===== src/rtl/srec_pkg.sv =====
// Shared types, constants and character helpers for the S2 record to word text converter.
// Used by the parser, queue, expander, top level and bench; depends on nothing.
`timescale 1ns / 1ps
`default_nettype none
package srec_pkg;

	localparam logic [7:0] CH_S    = 8'h53;
	localparam logic [7:0] CH_TWO  = 8'h32;
	localparam logic [7:0] CH_ZERO = 8'h30;
	localparam logic [7:0] CH_NL   = 8'h0a;
	localparam logic [2:0] ADDR_LAST = 3'd5;
	localparam logic [7:0] CNT_BIAS  = 8'd4;
	localparam logic [3:0] PREFIX_LEN = 4'd9;
	localparam int FIFO_DEPTH_DEF = 4;

	typedef enum logic [2:0] {
		PH_HUNT,
		PH_TYPE,
		PH_CNT_HI,
		PH_CNT_LO,
		PH_ADDR,
		PH_DATA,
		PH_END_OK,
		PH_END_ERR
	} phase_t;

	typedef enum logic [2:0] {
		OP_EMPTY,
		OP_CHAR,
		OP_PFX_CHAR,
		OP_CHAR_NL,
		OP_FILL
	} op_t;

	typedef struct packed {
		op_t        op;
		logic [7:0] ch;
		logic       finished;
		logic       status;
	} cmd_t;

	function automatic logic [4:0] hex_decode(input logic [7:0] c);
		logic [4:0] r;
		r = 5'd0;
		if (c >= 8'h30 && c <= 8'h39) begin
			r = {1'b1, 4'(c - 8'h30)};
		end else if (c >= 8'h61 && c <= 8'h66) begin
			r = {1'b1, 4'(c - 8'h57)};
		end else if (c >= 8'h41 && c <= 8'h46) begin
			r = {1'b1, 4'(c - 8'h37)};
		end
		return r;
	endfunction

	function automatic logic [3:0] op_last_idx(input op_t op);
		logic [3:0] r;
		case (op)
			OP_PFX_CHAR: r = PREFIX_LEN;
			OP_CHAR_NL:  r = 4'd1;
			OP_FILL:     r = 4'd4;
			default:     r = 4'd0;
		endcase
		return r;
	endfunction

	function automatic logic [7:0] prefix_char(input logic [3:0] idx);
		logic [7:0] r;
		case (idx)
			4'd0:    r = 8'h09;
			4'd1:    r = 8'h2e;
			4'd2:    r = 8'h77;
			4'd3:    r = 8'h6f;
			4'd4:    r = 8'h72;
			4'd5:    r = 8'h64;
			4'd6:    r = 8'h20;
			4'd7:    r = 8'h30;
			4'd8:    r = 8'h78;
			default: r = 8'h00;
		endcase
		return r;
	endfunction

endpackage
`default_nettype wire


===== src/rtl/srec_in_if.sv =====
// Input channel: one text character or an end marker per request.
// Valid/ready handshake; no dependencies.
`timescale 1ns / 1ps
`default_nettype none
interface srec_in_if;
	logic       valid;
	logic       ready;
	logic [7:0] in_char;
	logic       end_of_input;

	modport source (output valid, output in_char, output end_of_input, input ready);
	modport sink (input valid, input in_char, input end_of_input, output ready);
endinterface
`default_nettype wire


===== src/rtl/srec_out_if.sv =====
// Output channel: one result item per request.
// Valid/ready handshake; no dependencies.
`timescale 1ns / 1ps
`default_nettype none
interface srec_out_if;
	logic       valid;
	logic       ready;
	logic       has_char;
	logic [7:0] out_char;
	logic       last;
	logic       finished;
	logic       status;

	modport source (output valid, output has_char, output out_char, output last,
		output finished, output status, input ready);
	modport sink (input valid, input has_char, input out_char, input last,
		input finished, input status, output ready);
endinterface
`default_nettype wire


===== src/rtl/srec_front.sv =====
// Front end: record parser that classifies each accepted character into one command.
// Depends on srec_pkg.
`timescale 1ns / 1ps
`default_nettype none
module srec_front import srec_pkg::*; (
	input  wire logic       clk,
	input  wire logic       arst_n,
	input  wire logic       in_valid,
	output logic            in_ready,
	input  wire logic [7:0] in_char,
	input  wire logic       end_of_input,
	output logic            push_valid,
	input  wire logic       push_ready,
	output cmd_t            push_cmd
);

	phase_t     phase_q, phase_d;
	logic [3:0] cnt_hi_q, cnt_hi_d;
	logic [6:0] words_q, words_d;
	logic [1:0] cig_q, cig_d;
	logic [2:0] addr_q, addr_d;
	logic       pend_q, pend_d;
	logic [4:0] hex;
	logic [7:0] cnt;
	logic       done;
	logic       accept;

	assign hex      = hex_decode(in_char);
	assign cnt      = {cnt_hi_q, hex[3:0]};
	assign done     = (phase_q == PH_END_OK) || (phase_q == PH_END_ERR);
	assign in_ready = push_ready;
	assign accept   = in_valid && push_ready;

	always_comb begin
		phase_d  = phase_q;
		cnt_hi_d = cnt_hi_q;
		words_d  = words_q;
		cig_d    = cig_q;
		addr_d   = addr_q;
		pend_d   = pend_q;
		if (!done && end_of_input) begin
			phase_d = PH_END_ERR;
		end else if (!done) begin
			case (phase_q)
				PH_HUNT: begin
					if (in_char == CH_S) phase_d = PH_TYPE;
				end
				PH_TYPE: begin
					if (in_char == CH_TWO) begin
						phase_d = PH_CNT_HI;
					end else begin
						pend_d  = 1'b0;
						phase_d = PH_END_OK;
					end
				end
				PH_CNT_HI: begin
					if (!hex[4]) begin
						phase_d = PH_END_ERR;
					end else begin
						cnt_hi_d = hex[3:0];
						phase_d  = PH_CNT_LO;
					end
				end
				PH_CNT_LO: begin
					if (!hex[4]) begin
						phase_d = PH_END_ERR;
					end else begin
						words_d = (cnt >= CNT_BIAS) ? 7'((cnt - CNT_BIAS) >> 1) : 7'd0;
						addr_d  = 3'd0;
						phase_d = PH_ADDR;
					end
				end
				PH_ADDR: begin
					addr_d = addr_q + 3'd1;
					if (addr_q == ADDR_LAST) begin
						addr_d  = 3'd0;
						cig_d   = 2'd0;
						phase_d = (words_q != 7'd0) ? PH_DATA : PH_HUNT;
					end
				end
				PH_DATA: begin
					cig_d = cig_q + 2'd1;
					if (cig_q == 2'd3) begin
						pend_d = !pend_q;
						if (words_q != 7'd0) words_d = words_q - 7'd1;
						if (words_q <= 7'd1) phase_d = PH_HUNT;
					end
				end
				default: phase_d = phase_q;
			endcase
		end
	end

	always_comb begin
		push_cmd.op       = OP_EMPTY;
		push_cmd.ch       = in_char;
		push_cmd.finished = (phase_d == PH_END_OK) || (phase_d == PH_END_ERR);
		push_cmd.status   = (phase_d == PH_END_ERR);
		push_valid        = in_valid;
		if (!done && !end_of_input) begin
			case (phase_q)
				PH_TYPE: begin
					if (in_char != CH_TWO && pend_q) push_cmd.op = OP_FILL;
				end
				PH_DATA: begin
					if (cig_q == 2'd0 && !pend_q) begin
						push_cmd.op = OP_PFX_CHAR;
					end else if (cig_q == 2'd3 && pend_q) begin
						push_cmd.op = OP_CHAR_NL;
					end else begin
						push_cmd.op = OP_CHAR;
					end
				end
				default: push_cmd.op = OP_EMPTY;
			endcase
		end
	end

	always_ff @(posedge clk or negedge arst_n) begin
		if (!arst_n) begin
			phase_q  <= PH_HUNT;
			cnt_hi_q <= 4'd0;
			words_q  <= 7'd0;
			cig_q    <= 2'd0;
			addr_q   <= 3'd0;
			pend_q   <= 1'b0;
		end else if (accept) begin
			phase_q  <= phase_d;
			cnt_hi_q <= cnt_hi_d;
			words_q  <= words_d;
			cig_q    <= cig_d;
			addr_q   <= addr_d;
			pend_q   <= pend_d;
		end
	end

endmodule
`default_nettype wire


===== src/rtl/srec_fifo.sv =====
// Short command queue between the parser and the character expander.
// Depends on srec_pkg.
`timescale 1ns / 1ps
`default_nettype none
module srec_fifo import srec_pkg::*; #(
	parameter int DEPTH = FIFO_DEPTH_DEF
) (
	input  wire logic clk,
	input  wire logic arst_n,
	input  wire logic push_valid,
	output logic      push_ready,
	input  wire cmd_t push_cmd,
	output logic      pop_valid,
	input  wire logic pop_ready,
	output cmd_t      pop_cmd
);

	localparam int PW = (DEPTH > 1) ? $clog2(DEPTH) : 1;
	localparam int CW = $clog2(DEPTH + 1);

	cmd_t          mem_q [DEPTH];
	logic [PW-1:0] wr_q, rd_q;
	logic [CW-1:0] cnt_q;
	logic          push, pop;

	assign push_ready = (cnt_q != CW'(DEPTH));
	assign pop_valid  = (cnt_q != '0);
	assign push       = push_valid && push_ready;
	assign pop        = pop_ready && pop_valid;
	assign pop_cmd    = mem_q[rd_q];

	always_ff @(posedge clk) begin
		if (push) mem_q[wr_q] <= push_cmd;
	end

	always_ff @(posedge clk or negedge arst_n) begin
		if (!arst_n) begin
			wr_q  <= '0;
			rd_q  <= '0;
			cnt_q <= '0;
		end else begin
			if (push) wr_q <= (wr_q == PW'(DEPTH - 1)) ? '0 : wr_q + PW'(1);
			if (pop) rd_q <= (rd_q == PW'(DEPTH - 1)) ? '0 : rd_q + PW'(1);
			if (push && !pop) cnt_q <= cnt_q + CW'(1);
			else if (pop && !push) cnt_q <= cnt_q - CW'(1);
		end
	end

endmodule
`default_nettype wire


===== src/rtl/srec_back.sv =====
// Back end: expands each queued command into result items through an output register.
// Depends on srec_pkg.
`timescale 1ns / 1ps
`default_nettype none
module srec_back import srec_pkg::*; (
	input  wire logic clk,
	input  wire logic arst_n,
	input  wire logic pop_valid,
	output logic      pop_ready,
	input  wire cmd_t pop_cmd,
	srec_out_if.source lines
);

	logic [3:0] idx_q;
	logic       ov_q;
	logic       load, take, at_last;
	logic [7:0] ch;

	assign load    = !ov_q || lines.ready;
	assign take    = load && pop_valid;
	assign at_last = (idx_q == op_last_idx(pop_cmd.op));
	assign pop_ready = take && at_last;

	always_comb begin
		case (pop_cmd.op)
			OP_CHAR:     ch = pop_cmd.ch;
			OP_PFX_CHAR: ch = (idx_q < PREFIX_LEN) ? prefix_char(idx_q) : pop_cmd.ch;
			OP_CHAR_NL:  ch = (idx_q == 4'd0) ? pop_cmd.ch : CH_NL;
			OP_FILL:     ch = (idx_q == 4'd4) ? CH_NL : CH_ZERO;
			default:     ch = 8'h00;
		endcase
	end

	always_ff @(posedge clk or negedge arst_n) begin
		if (!arst_n) begin
			ov_q  <= 1'b0;
			idx_q <= 4'd0;
		end else if (take) begin
			ov_q  <= 1'b1;
			idx_q <= at_last ? 4'd0 : idx_q + 4'd1;
		end else if (load) begin
			ov_q <= 1'b0;
		end
	end

	always_ff @(posedge clk) begin
		if (take) begin
			lines.has_char <= (pop_cmd.op != OP_EMPTY);
			lines.out_char <= ch;
			lines.last     <= at_last;
			lines.finished <= pop_cmd.finished;
			lines.status   <= pop_cmd.status;
		end
	end

	assign lines.valid = ov_q;

endmodule
`default_nettype wire


===== src/rtl/srec_s2_to_word_text.sv =====
// Top level of the S2 record to word text converter: parser, command queue, expander.
// Depends on srec_pkg, srec_in_if, srec_out_if, srec_front, srec_fifo, srec_back.
//
// The text channel takes one character per request, or an end marker. Each request
// gives one or more result requests on the lines channel, the final one marked by last.
// A character that emits nothing gives one result with has_char low; every result
// carries finished and status as they stand after its character.
// The parser accepts one character per cycle while the command queue has room.
// The first result of a character passes the command queue and then the output register. The
// expander sends one result per cycle while the receiver is ready and the queue is not empty;
// a character gives one result for most, two where a line closes, five for the fill,
// ten where a line opens; the output side sets the sustained rate.
// Reset empties the queue and the output register and returns the parser to hunting.
// When the receiver stalls the output register holds its result, the queue fills and
// then the text channel drops ready. After the end, characters are still accepted
// and each gives one empty result.
`timescale 1ns / 1ps
`default_nettype none
module srec_s2_to_word_text import srec_pkg::*; #(
	parameter int FIFO_DEPTH = FIFO_DEPTH_DEF
) (
	input wire logic clk,
	input wire logic arst_n,
	srec_in_if.sink    text,
	srec_out_if.source lines
);

	logic push_valid, push_ready, pop_valid, pop_ready;
	cmd_t push_cmd, pop_cmd;

	srec_front u_front (
		.clk          (clk),
		.arst_n       (arst_n),
		.in_valid     (text.valid),
		.in_ready     (text.ready),
		.in_char      (text.in_char),
		.end_of_input (text.end_of_input),
		.push_valid   (push_valid),
		.push_ready   (push_ready),
		.push_cmd     (push_cmd)
	);

	srec_fifo #(.DEPTH(FIFO_DEPTH)) u_fifo (
		.clk        (clk),
		.arst_n     (arst_n),
		.push_valid (push_valid),
		.push_ready (push_ready),
		.push_cmd   (push_cmd),
		.pop_valid  (pop_valid),
		.pop_ready  (pop_ready),
		.pop_cmd    (pop_cmd)
	);

	srec_back u_back (
		.clk       (clk),
		.arst_n    (arst_n),
		.pop_valid (pop_valid),
		.pop_ready (pop_ready),
		.pop_cmd   (pop_cmd),
		.lines     (lines)
	);

endmodule
`default_nettype wire


===== src/flat_wrapper.sv =====
// flat-port wrapper written by rule: the top's interface ports become plain ports
module srec_s2_to_word_text_flat import srec_pkg::*;
#(
	parameter int FIFO_DEPTH = FIFO_DEPTH_DEF
)
  (clk, arst_n, text_valid, text_in_char, text_end_of_input, text_ready, lines_valid, lines_has_char, lines_out_char, lines_last, lines_finished, lines_status, lines_ready);
  srec_in_if text_i ();
  srec_out_if lines_i ();
  input wire logic clk;
  input wire logic arst_n;
  input wire logic [$bits(text_i.valid)-1:0] text_valid;
  input wire logic [$bits(text_i.in_char)-1:0] text_in_char;
  input wire logic [$bits(text_i.end_of_input)-1:0] text_end_of_input;
  output wire logic [$bits(text_i.ready)-1:0] text_ready;
  output wire logic [$bits(lines_i.valid)-1:0] lines_valid;
  output wire logic [$bits(lines_i.has_char)-1:0] lines_has_char;
  output wire logic [$bits(lines_i.out_char)-1:0] lines_out_char;
  output wire logic [$bits(lines_i.last)-1:0] lines_last;
  output wire logic [$bits(lines_i.finished)-1:0] lines_finished;
  output wire logic [$bits(lines_i.status)-1:0] lines_status;
  input wire logic [$bits(lines_i.ready)-1:0] lines_ready;
  assign text_i.valid = text_valid;
  assign text_i.in_char = text_in_char;
  assign text_i.end_of_input = text_end_of_input;
  assign text_ready = text_i.ready;
  assign lines_valid = lines_i.valid;
  assign lines_has_char = lines_i.has_char;
  assign lines_out_char = lines_i.out_char;
  assign lines_last = lines_i.last;
  assign lines_finished = lines_i.finished;
  assign lines_status = lines_i.status;
  assign lines_i.ready = lines_ready;
  srec_s2_to_word_text #(.FIFO_DEPTH(FIFO_DEPTH)) u_core (.clk(clk), .arst_n(arst_n), .text(text_i), .lines(lines_i));
endmodule

===== config.mk =====
export PLATFORM = sky130hd
export DESIGN_NAME = srec_s2_to_word_text_flat
export DESIGN_NICKNAME = d
export VERILOG_FILES = /design/src/rtl/srec_pkg.sv /design/src/rtl/srec_in_if.sv /design/src/rtl/srec_out_if.sv /design/src/rtl/srec_front.sv /design/src/rtl/srec_fifo.sv /design/src/rtl/srec_back.sv /design/src/rtl/srec_s2_to_word_text.sv /design/src/flat_wrapper.sv
export SDC_FILE = /design/constraint.sdc
export NUM_CORES = 1
export LEC_CHECK = 0
export BUFFER_PORTS_ARGS = -buffer_cell sky130_fd_sc_hd__buf_2
export CORE_UTILIZATION = 45
export CTS_CLUSTER_SIZE = 16
export DETAILED_ROUTE_END_ITERATION = 10
export HOLD_SLACK_MARGIN = 0.02
export PLACE_DENSITY = 0.63
export SLEW_MARGIN = 30
export SYNTH_ARGS = -nofsm -noshare
export SYNTH_HDL_FRONTEND = slang
export SYNTH_SLANG_ARGS = --single-unit

===== constraint.sdc =====
create_clock -name clk -period 6.7 [get_ports clk]
set_input_delay 1.34 -clock clk [delete_from_list [all_inputs] [get_ports clk]]
set_output_delay 1.34 -clock clk [all_outputs]
set_load 0.05 [all_outputs]

==> results of run 1 <==
worst max-delay path: cells and delay by family:
family / cells / cell delay [ns]
AOI/OAI and AO/OA: 3 / 0.46
and+or+nand+nor: 5 / 1.45
adders and majority gates: 2 / 0.46
buffers and inverters: 3 / 0.36
placed cells by master, fill, tap and decap left out, types with 3 or more instances in the layout:
cell and instances:
sky130_fd_sc_hd__nor2b_1 7, sky130_fd_sc_hd__dfrtp_1 31, sky130_fd_sc_hd__nor3_1 8, sky130_fd_sc_hd__a211o_1 3
sky130_fd_sc_hd__a21oi_1 13, sky130_fd_sc_hd__nand3_1 13, sky130_fd_sc_hd__o21ai_0 28, sky130_fd_sc_hd__and2_1 4
sky130_fd_sc_hd__o31ai_1 3, sky130_fd_sc_hd__and3_1 6, sky130_fd_sc_hd__nand2b_1 3, sky130_fd_sc_hd__o22ai_1 5
sky130_fd_sc_hd__o2111ai_1 3, sky130_fd_sc_hd__ha_1 24, sky130_fd_sc_hd__inv_1 29, sky130_fd_sc_hd__xor2_1 5
sky130_fd_sc_hd__nand2_1 38, sky130_fd_sc_hd__clkbuf_8 9, sky130_fd_sc_hd__nand3b_1 3, sky130_fd_sc_hd__or3_1 4
sky130_fd_sc_hd__mux2i_1 3, sky130_fd_sc_hd__xnor2_1 5, sky130_fd_sc_hd__nor2_1 27, sky130_fd_sc_hd__nor4_1 4
sky130_fd_sc_hd__a21o_1 4, sky130_fd_sc_hd__mux2_2 4, sky130_fd_sc_hd__o211ai_1 3, sky130_fd_sc_hd__edfxtp_1 64
sky130_fd_sc_hd__buf_2 26, sky130_fd_sc_hd__mux4_2 11, sky130_fd_sc_hd__o211a_1 3
stage by stage:
stage / area, um^2 / util [%]
6_report: 5480 / 50.3
5_1_grt: 5480 / 50.3
4_1_cts: 5480 / 50.3
3_5_place_dp: 5270 / 48.4
3_3_place_gp: 5270 / 48.4
2_1_floorplan: 5050 / -
layout make-up:
class,count,share of cell area (%)
multi-input combinational,280,38.8
sequential,96,49.7
clock buffer,10,2.33
clock inverter,5,1.48
timing repair buffer,26,2.38
inverter,30,2.06
tap,140,3.20
kinds of logic after synthesis:
family,after synthesis,share of synthesized area (%)
adder cells (fa/ha/maj),25,6.34
AO/OA/AOI/OAI,91,12.5
XOR/XNOR,10,1.73
buffers and inverters,47,4.06
flip-flops,96,53.9
AND/OR/NAND/NOR,132,13.5
multiplexers,22,8.02
power by group through the flow:
stage	combinational, uW	sequential, uW	clock [uW]
6_report	989	1030	403
5_1_grt	1100	1060	439
4_1_cts	996	1030	415
3_5_place_dp	992	1040	0
3_3_place_gp	977	1030	0
2_1_floorplan	721	1070	0
how the worst min path moves through the flow:
stage,end,startpoint,cells past startpoint
2_1_floorplan,u_core.u_fifo.cnt_q[2],u_core.u_fifo.cnt_q[2],1
3_5_place_dp,u_core.u_back.lines.valid,u_core.u_back.lines.valid,2
3_3_place_gp,u_core.u_back.lines.valid,u_core.u_back.lines.valid,2
6_report,u_core.u_back.lines.valid,u_core.u_back.lines.valid,2
4_1_cts,u_core.u_fifo.cnt_q[2],u_core.u_fifo.cnt_q[2],1
5_1_grt,u_core.u_fifo.cnt_q[2],u_core.u_fifo.cnt_q[2],1
per-layer routing:
layer	GRT usage, %	share of wire [%]	vias to the layer above
met3	5.18	4.8	14
met2	32.7	50	97
met1	25.0	43	1644
met4	5.48	1.6	0
met5	0	0	-
li1	-	-	1601
flip-flops by register name (all words and copies together) (netlist names):
register	flops
u_core.u_back.lines.last	1
u_core.u_fifo.mem_q	52
u_core.u_front.phase_q	3
u_core.u_back.lines.has_char	1
u_core.u_front.cig_q	2
u_core.u_fifo.rd_q	2
u_core.u_front.cnt_hi_q	4
u_core.u_back.lines.finished	1
u_core.u_front.addr_q	3
u_core.u_front.pend_q	1
u_core.u_back.lines.status	1
u_core.u_back.idx_q	4
u_core.u_fifo.wr_q	2
u_core.u_back.lines.out_char	8
u_core.u_back.lines.valid	1
u_core.u_front.words_q	7
u_core.u_fifo.cnt_q	3
==> flow_metrics.tcl, run 1 <==
set metrics [dict create \
    finalMaxSlewViolations 0 \
    finalWeightedCongestion 0.886 \
    layout_cell_share_with_drive_strength_beyond_1_pct 15.7 \
    setup_ws_ns 2.92 \
    post-synth-top-area-cell "sky130_fd_sc_hd__edfxtp_1" \
    cts_inserted_buffers 9 \
    sequential_cell_area_um2 2720 \
    power.sequential.fraction_pct 42.5 \
    synthesis.area_um2 5050 \
    areaGrowthSynthToFinish_pct 8.37 \
    netlist_instances 423 \
    worst_pin_slew_ns 0.763 \
    num_rows 38 \
    final.setup_skew_ns 0.00683 \
    synth.net_count 461 \
    timing_endpoint_of_the_critical_path "u_core.u_front.words_q[4]" \
    cp_slowest_stage_delay_ns 0.47 \
    worst-path-max-fanout 11 \
    start_util_pct 46.4 \
    die_y_um 108 \
    timing.hold.worst.class "reg2reg" \
    most_frequently_used_cell_type_in_the_post_synthesis_netlist "sky130_fd_sc_hd__edfxtp_1" \
    power.leakage_uw 0.00216 \
    clk_pin_slew_worst_paths_ns 0.09 \
    drt-initial-drc-count 207 \
    tritoncts_num_sinks 96 \
    grt_max_degree 33 \
    endpoint_kind "flop" \
    slew-limit-headroom_pct 49.1 \
    htree_levels 3 \
    total_power_uw 2420 \
    post_drt_wl_per_cell_um 17.4 \
    setup_violations 0 \
    first_pass_grt_wire_length_mm 17.2 \
    rr_startpoint "u_core.u_fifo.rd_q[0]" \
    rr_worst_depth 10 \
    timing.final.crit_share_pct 56.5 \
    synth-warning-count 0 \
    unrepaired_setup_endpoints_after_global_routing "no" \
    area_of_the_core_um2 10900 \
    synth.top_cells.by_area "sky130_fd_sc_hd__edfxtp_1 (38%), sky130_fd_sc_hd__dfrtp_1 (16%), sky130_fd_sc_hd__ha_1 (5.9%), sky130_fd_sc_hd__mux4_2 (4.9%), sky130_fd_sc_hd__nand2_1 (2.8%)" \
    switching_share_pct 40.7 \
    synth-seq-cells 96 \
    hold_ws_ns 0.501 \
    post_synth_most_frequent_cells "sky130_fd_sc_hd__edfxtp_1 (64), sky130_fd_sc_hd__nand2_1 (38), sky130_fd_sc_hd__dfrtp_1 (32), sky130_fd_sc_hd__inv_1 (29), sky130_fd_sc_hd__o21ai_0 (28)" \
    vias 3356 \
    final_nets 481 \
    synth.distinct_cells 69 \
    antenna_violations_before_repair 0 \
    global_route.overflow_total 0 \
    floorplan.die_area_um2 11700 \
    drc_markers 0 \
    multi_input_comb_area_um2 2130 \
    timing.setup.tns_ns 0 \
    finish.cell_count_without_fillers 587 \
    crit_path_top_delay_cell "sky130_fd_sc_hd__nor4b_2" \
    drv_cap 0 \
    synth_edf_count 64 \
    port-buffer-count 26 \
    clock_tree_from_tritoncts "yes" \
    cts_hold_repair.buffers 0 \
    switching_power_uw 984 \
    cts.repair_timing.setup_buffer_count 0 \
    antennaDiodeCount 0 \
    final-hold-violation-count 0 \
    register_area_share_after_synthesis_pct 53.9 \
    p_clk_share_pct 16.7 \
    rrSetupSlack_ns 2.94 \
    all_layer_gr_usage_pct 19.6 \
    cts-resized-gates 0 \
    number_of_global_route_vias_before_repair 3381 \
    achievable-frequency_ghz 0.264 \
    placed_cells 572 \
    crit_type "in2reg" \
    data_required_time_of_the_critical_path_ns 6.98 \
    clock_latency_ns 0.36 \
    max-clock-path-buffers 2 \
    worst_setup_path_startpoint "text_in_char[0]" \
    combPwrFrac_pct 40.9 \
    filler_cell_count 958 \
    fin_crit_ns 3.78 \
    route.antenna.remaining_nets 0 \
    worstPathArrival_ns 4.06 \
    critical_path_launch_point_type "input pin" \
    route.final.wire_length_mm 10.2 \
    ioPinCount 27 \
    outcome "finished clean" \
    detailed_place_hpwl_mm 7.43 \
    post-synth-top-area-fraction_pct 38.0 \
    power.density_nw_per_um2 442 \
    cell_internal_pwr_uw 1440 \
    vias_per_cell 5.72 \
    synth_async_sr_flop_share_pct 33.3 \
    worst_ir_drop_vdd_mv 0.253 \
    chip_width_um 108 \
    syn_area_per_cell_um2 11.9 \
    postSynth.topFlopCell "sky130_fd_sc_hd__edfxtp_1" \
    dp_worst_setup_slack_ns 2.55 \
    root_buffer "sky130_fd_sc_hd__clkbuf_8" \
    drtPass1Iterations 5 \
    regToRegEndpoint "u_core.u_fifo.cnt_q[1]" \
    path_cells "buf_2 > inv_1 > ha_1 > nor3b_1 > nor4b_2 > or2_2 > and2_1 > inv_1 > ha_1 > a31oi_1 > a41oi_1 > or2_2 > o211ai_1" \
]
No activity file was read; power rests on OpenSTA's default activity.
==> run 2, diff against run 1 <==
--- a/config.mk
+++ b/config.mk
@@ -10,7 +10,7 @@
 export CTS_CLUSTER_SIZE = 16
 export DETAILED_ROUTE_END_ITERATION = 10
 export HOLD_SLACK_MARGIN = 0.02
-export PLACE_DENSITY = 0.63
+export PLACE_DENSITY = 0.65
 export SLEW_MARGIN = 30
 export SYNTH_ARGS = -nofsm -noshare
 export SYNTH_HDL_FRONTEND = slang
==> constraint.sdc (replaced) <==
create_clock -name clk -period 3.15 [get_ports clk]
set_input_delay 0.63 -clock clk [delete_from_list [all_inputs] [get_ports clk]]
set_output_delay 0.63 -clock clk [all_outputs]
set_load 0.05 [all_outputs]
==> flow_metrics.tcl, run 2 (synthesis gave the netlist of run 1 again) <==
set metrics [dict create \
    cts_inserted_buffers 9 \
    antennaDiodeCount 0 \
    commonest_cells_after_routing_fill_and_taps_aside "sky130_fd_sc_hd__edfxtp_1 (64), sky130_fd_sc_hd__nand2_1 (38), sky130_fd_sc_hd__dfrtp_1 (31)" \
    unrepaired_setup_endpoints_after_global_routing "no" \
    timing.hold.worst.class "in2async" \
    top_regs "u_core.u_fifo.mem_q x52, u_core.u_back.lines.out_char x8, u_core.u_front.words_q x7" \
    first_pass_grt_wire_length_mm 17.1 \
    power.sequential.fraction_pct 39.3 \
    htree_levels 3 \
    power.leakage_uw 0.00228 \
    final_nets 500 \
    switching_share_pct 39.9 \
    data_required_time_of_the_critical_path_ns 3.41 \
    final.setup_skew_ns 0.00945 \
    filler_cell_count 919 \
    root_buffer "sky130_fd_sc_hd__clkbuf_8" \
    detailed_place_hpwl_mm 7.58 \
    worst-path-max-fanout 7 \
    route.antenna.remaining_nets 0 \
    number_of_global_route_vias_before_repair 3458 \
    cell_internal_pwr_uw 3250 \
    final-hold-violation-count 0 \
    port-buffer-count 26 \
    registers.top_by_ff_count "u_core.u_fifo.mem_q" \
    num_rows 38 \
    drt-initial-drc-count 223 \
    mostFrequentLayoutCell "sky130_fd_sc_hd__edfxtp_1" \
    clk_pin_slew_worst_paths_ns 0.10 \
    timing.setup.tns_ns 0 \
    global_route.overflow_total 0 \
    ioPinCount 27 \
    drv_cap 0 \
    p_clk_share_pct 18.3 \
    post_drt_wl_per_cell_um 17.1 \
    multi_input_comb_area_um2 2140 \
    slew-limit-headroom_pct 49.8 \
    max-clock-path-buffers 2 \
    vias_per_cell 5.67 \
    clock_latency_ns 0.37 \
    drtPass1Iterations 4 \
    all_layer_gr_usage_pct 19.4 \
    sequential_cell_area_um2 2720 \
    start_util_pct 46.4 \
    crit_type "reg2reg" \
    stdcell_area_um2 5670 \
    areaGrowthSynthToFinish_pct 12.2 \
    place_area_um2 5410 \
    finish.utilization_pct 52.1 \
    setup_violations 0 \
    antenna_violations_before_repair 0 \
    critical_path_launch_point_type "flop" \
    vias 3440 \
    tritoncts_num_sinks 96 \
    power.density_nw_per_um2 953 \
    achievable-frequency_ghz 0.334 \
    route.final.wire_length_mm 10.4 \
    outcome "finished clean" \
    grt_max_degree 33 \
    fin_crit_ns 2.99 \
    clock_tree_from_tritoncts "yes" \
    chip_width_um 108 \
    worstPathArrival_ns 3.25 \
    drc_markers 0 \
    floorplan.die_area_um2 11700 \
    finalMaxSlewViolations 0 \
    timing.final.crit_share_pct 95.1 \
    area_of_the_core_um2 10900 \
    worst_ir_drop_vdd_mv 0.503 \
    layout_cell_share_with_drive_strength_beyond_1_pct 19.7 \
    worst_pin_slew_ns 0.753 \
    finalWeightedCongestion 0.860 \
    combPwrFrac_pct 42.4 \
    largest_reg_flops 52 \
    cts_hold_repair.buffers 0 \
    die_y_um 108 \
    endpoint_kind "flop" \
    switching_power_uw 2160 \
]
-- run 2: worst max-delay path, cell delays in order, from the launching register on --
cell                       delay [ns]
sky130_fd_sc_hd__dfrtp_2         0.46
sky130_fd_sc_hd__mux4_2          0.60
sky130_fd_sc_hd__nor2_4          0.15
sky130_fd_sc_hd__mux2_4          0.31
sky130_fd_sc_hd__a211oi_4        0.21
sky130_fd_sc_hd__and2_4          0.19
sky130_fd_sc_hd__inv_1           0.04
sky130_fd_sc_hd__ha_1            0.19
sky130_fd_sc_hd__inv_1           0.08
sky130_fd_sc_hd__fa_1            0.39
sky130_fd_sc_hd__mux2_2          0.26
-- run 2: worst paths after layout --
path,slack (ns),depth (start not counted),startpoint,end
setup / recovery,0.16,10,u_core.u_fifo.rd_q[0],u_core.u_fifo.cnt_q[1]
hold / removal,0.33,1,arst_n,u_core.u_front.pend_q
setup reg to reg,0.16,10,u_core.u_fifo.rd_q[0],u_core.u_fifo.cnt_q[1]
hold reg to reg,0.49,2,u_core.u_back.lines.valid,u_core.u_back.lines.valid
max in group asynchronous,2.30,1,arst_n,u_core.u_fifo.rd_q[0]
min in group clk,0.49,2,u_core.u_back.lines.valid,u_core.u_back.lines.valid
-- run 2: area by class of cell --
cell class              count  area share, %
well taps                 140           3.09
flip-flops and latches     96           48.0
inverters                  30           1.99
repair buffers             45           4.81
multi-input cells         280           37.7
clock inverters             7           2.21
clock buffers               9           2.18
-- run 2: timing repair --
item                       4_1_cts  5_1_grt
buffers inserted                 0        1
setup endpoints to repair        0        2
gates resized for setup          0        1
-- run 2: per-layer routing --
layer  share of wire (%)  wire length (um)  up-vias  track usage [%]
met5                   0                 0        -                0
met4                 1.3               133        0             5.77
met3                 4.2               437       12             4.34
met2                  50              5180       69             33.4
met1                  45              4610     1719             24.2
li1                    -                 -     1640                -
-- run 2: power by group through the flow --
stage | combinational (uW) | clock [uW] | sequential [uW]
after global routing | 2510 | 1060 | 2180
after global placement | 2220 | 0 | 2140
after floorplan | 1550 | 0 | 2280
after detailed placement | 2280 | 0 | 2160
after CTS | 2280 | 1020 | 2130
final | 2290 | 992 | 2130
-- run 2: through the flow --
step                setup slack, ns  std cells  power [uW]  hold slack, ns
finish                        0.155        607        5410           0.327
global route                0.00826        607        5750           0.369
CTS                          0.0337        606        5430           0.337
detailed placement          0.00245        590        4430           0.483
global placement              0.110        590        4360           0.470
floorplan                    0.0233        423        3830           0.334
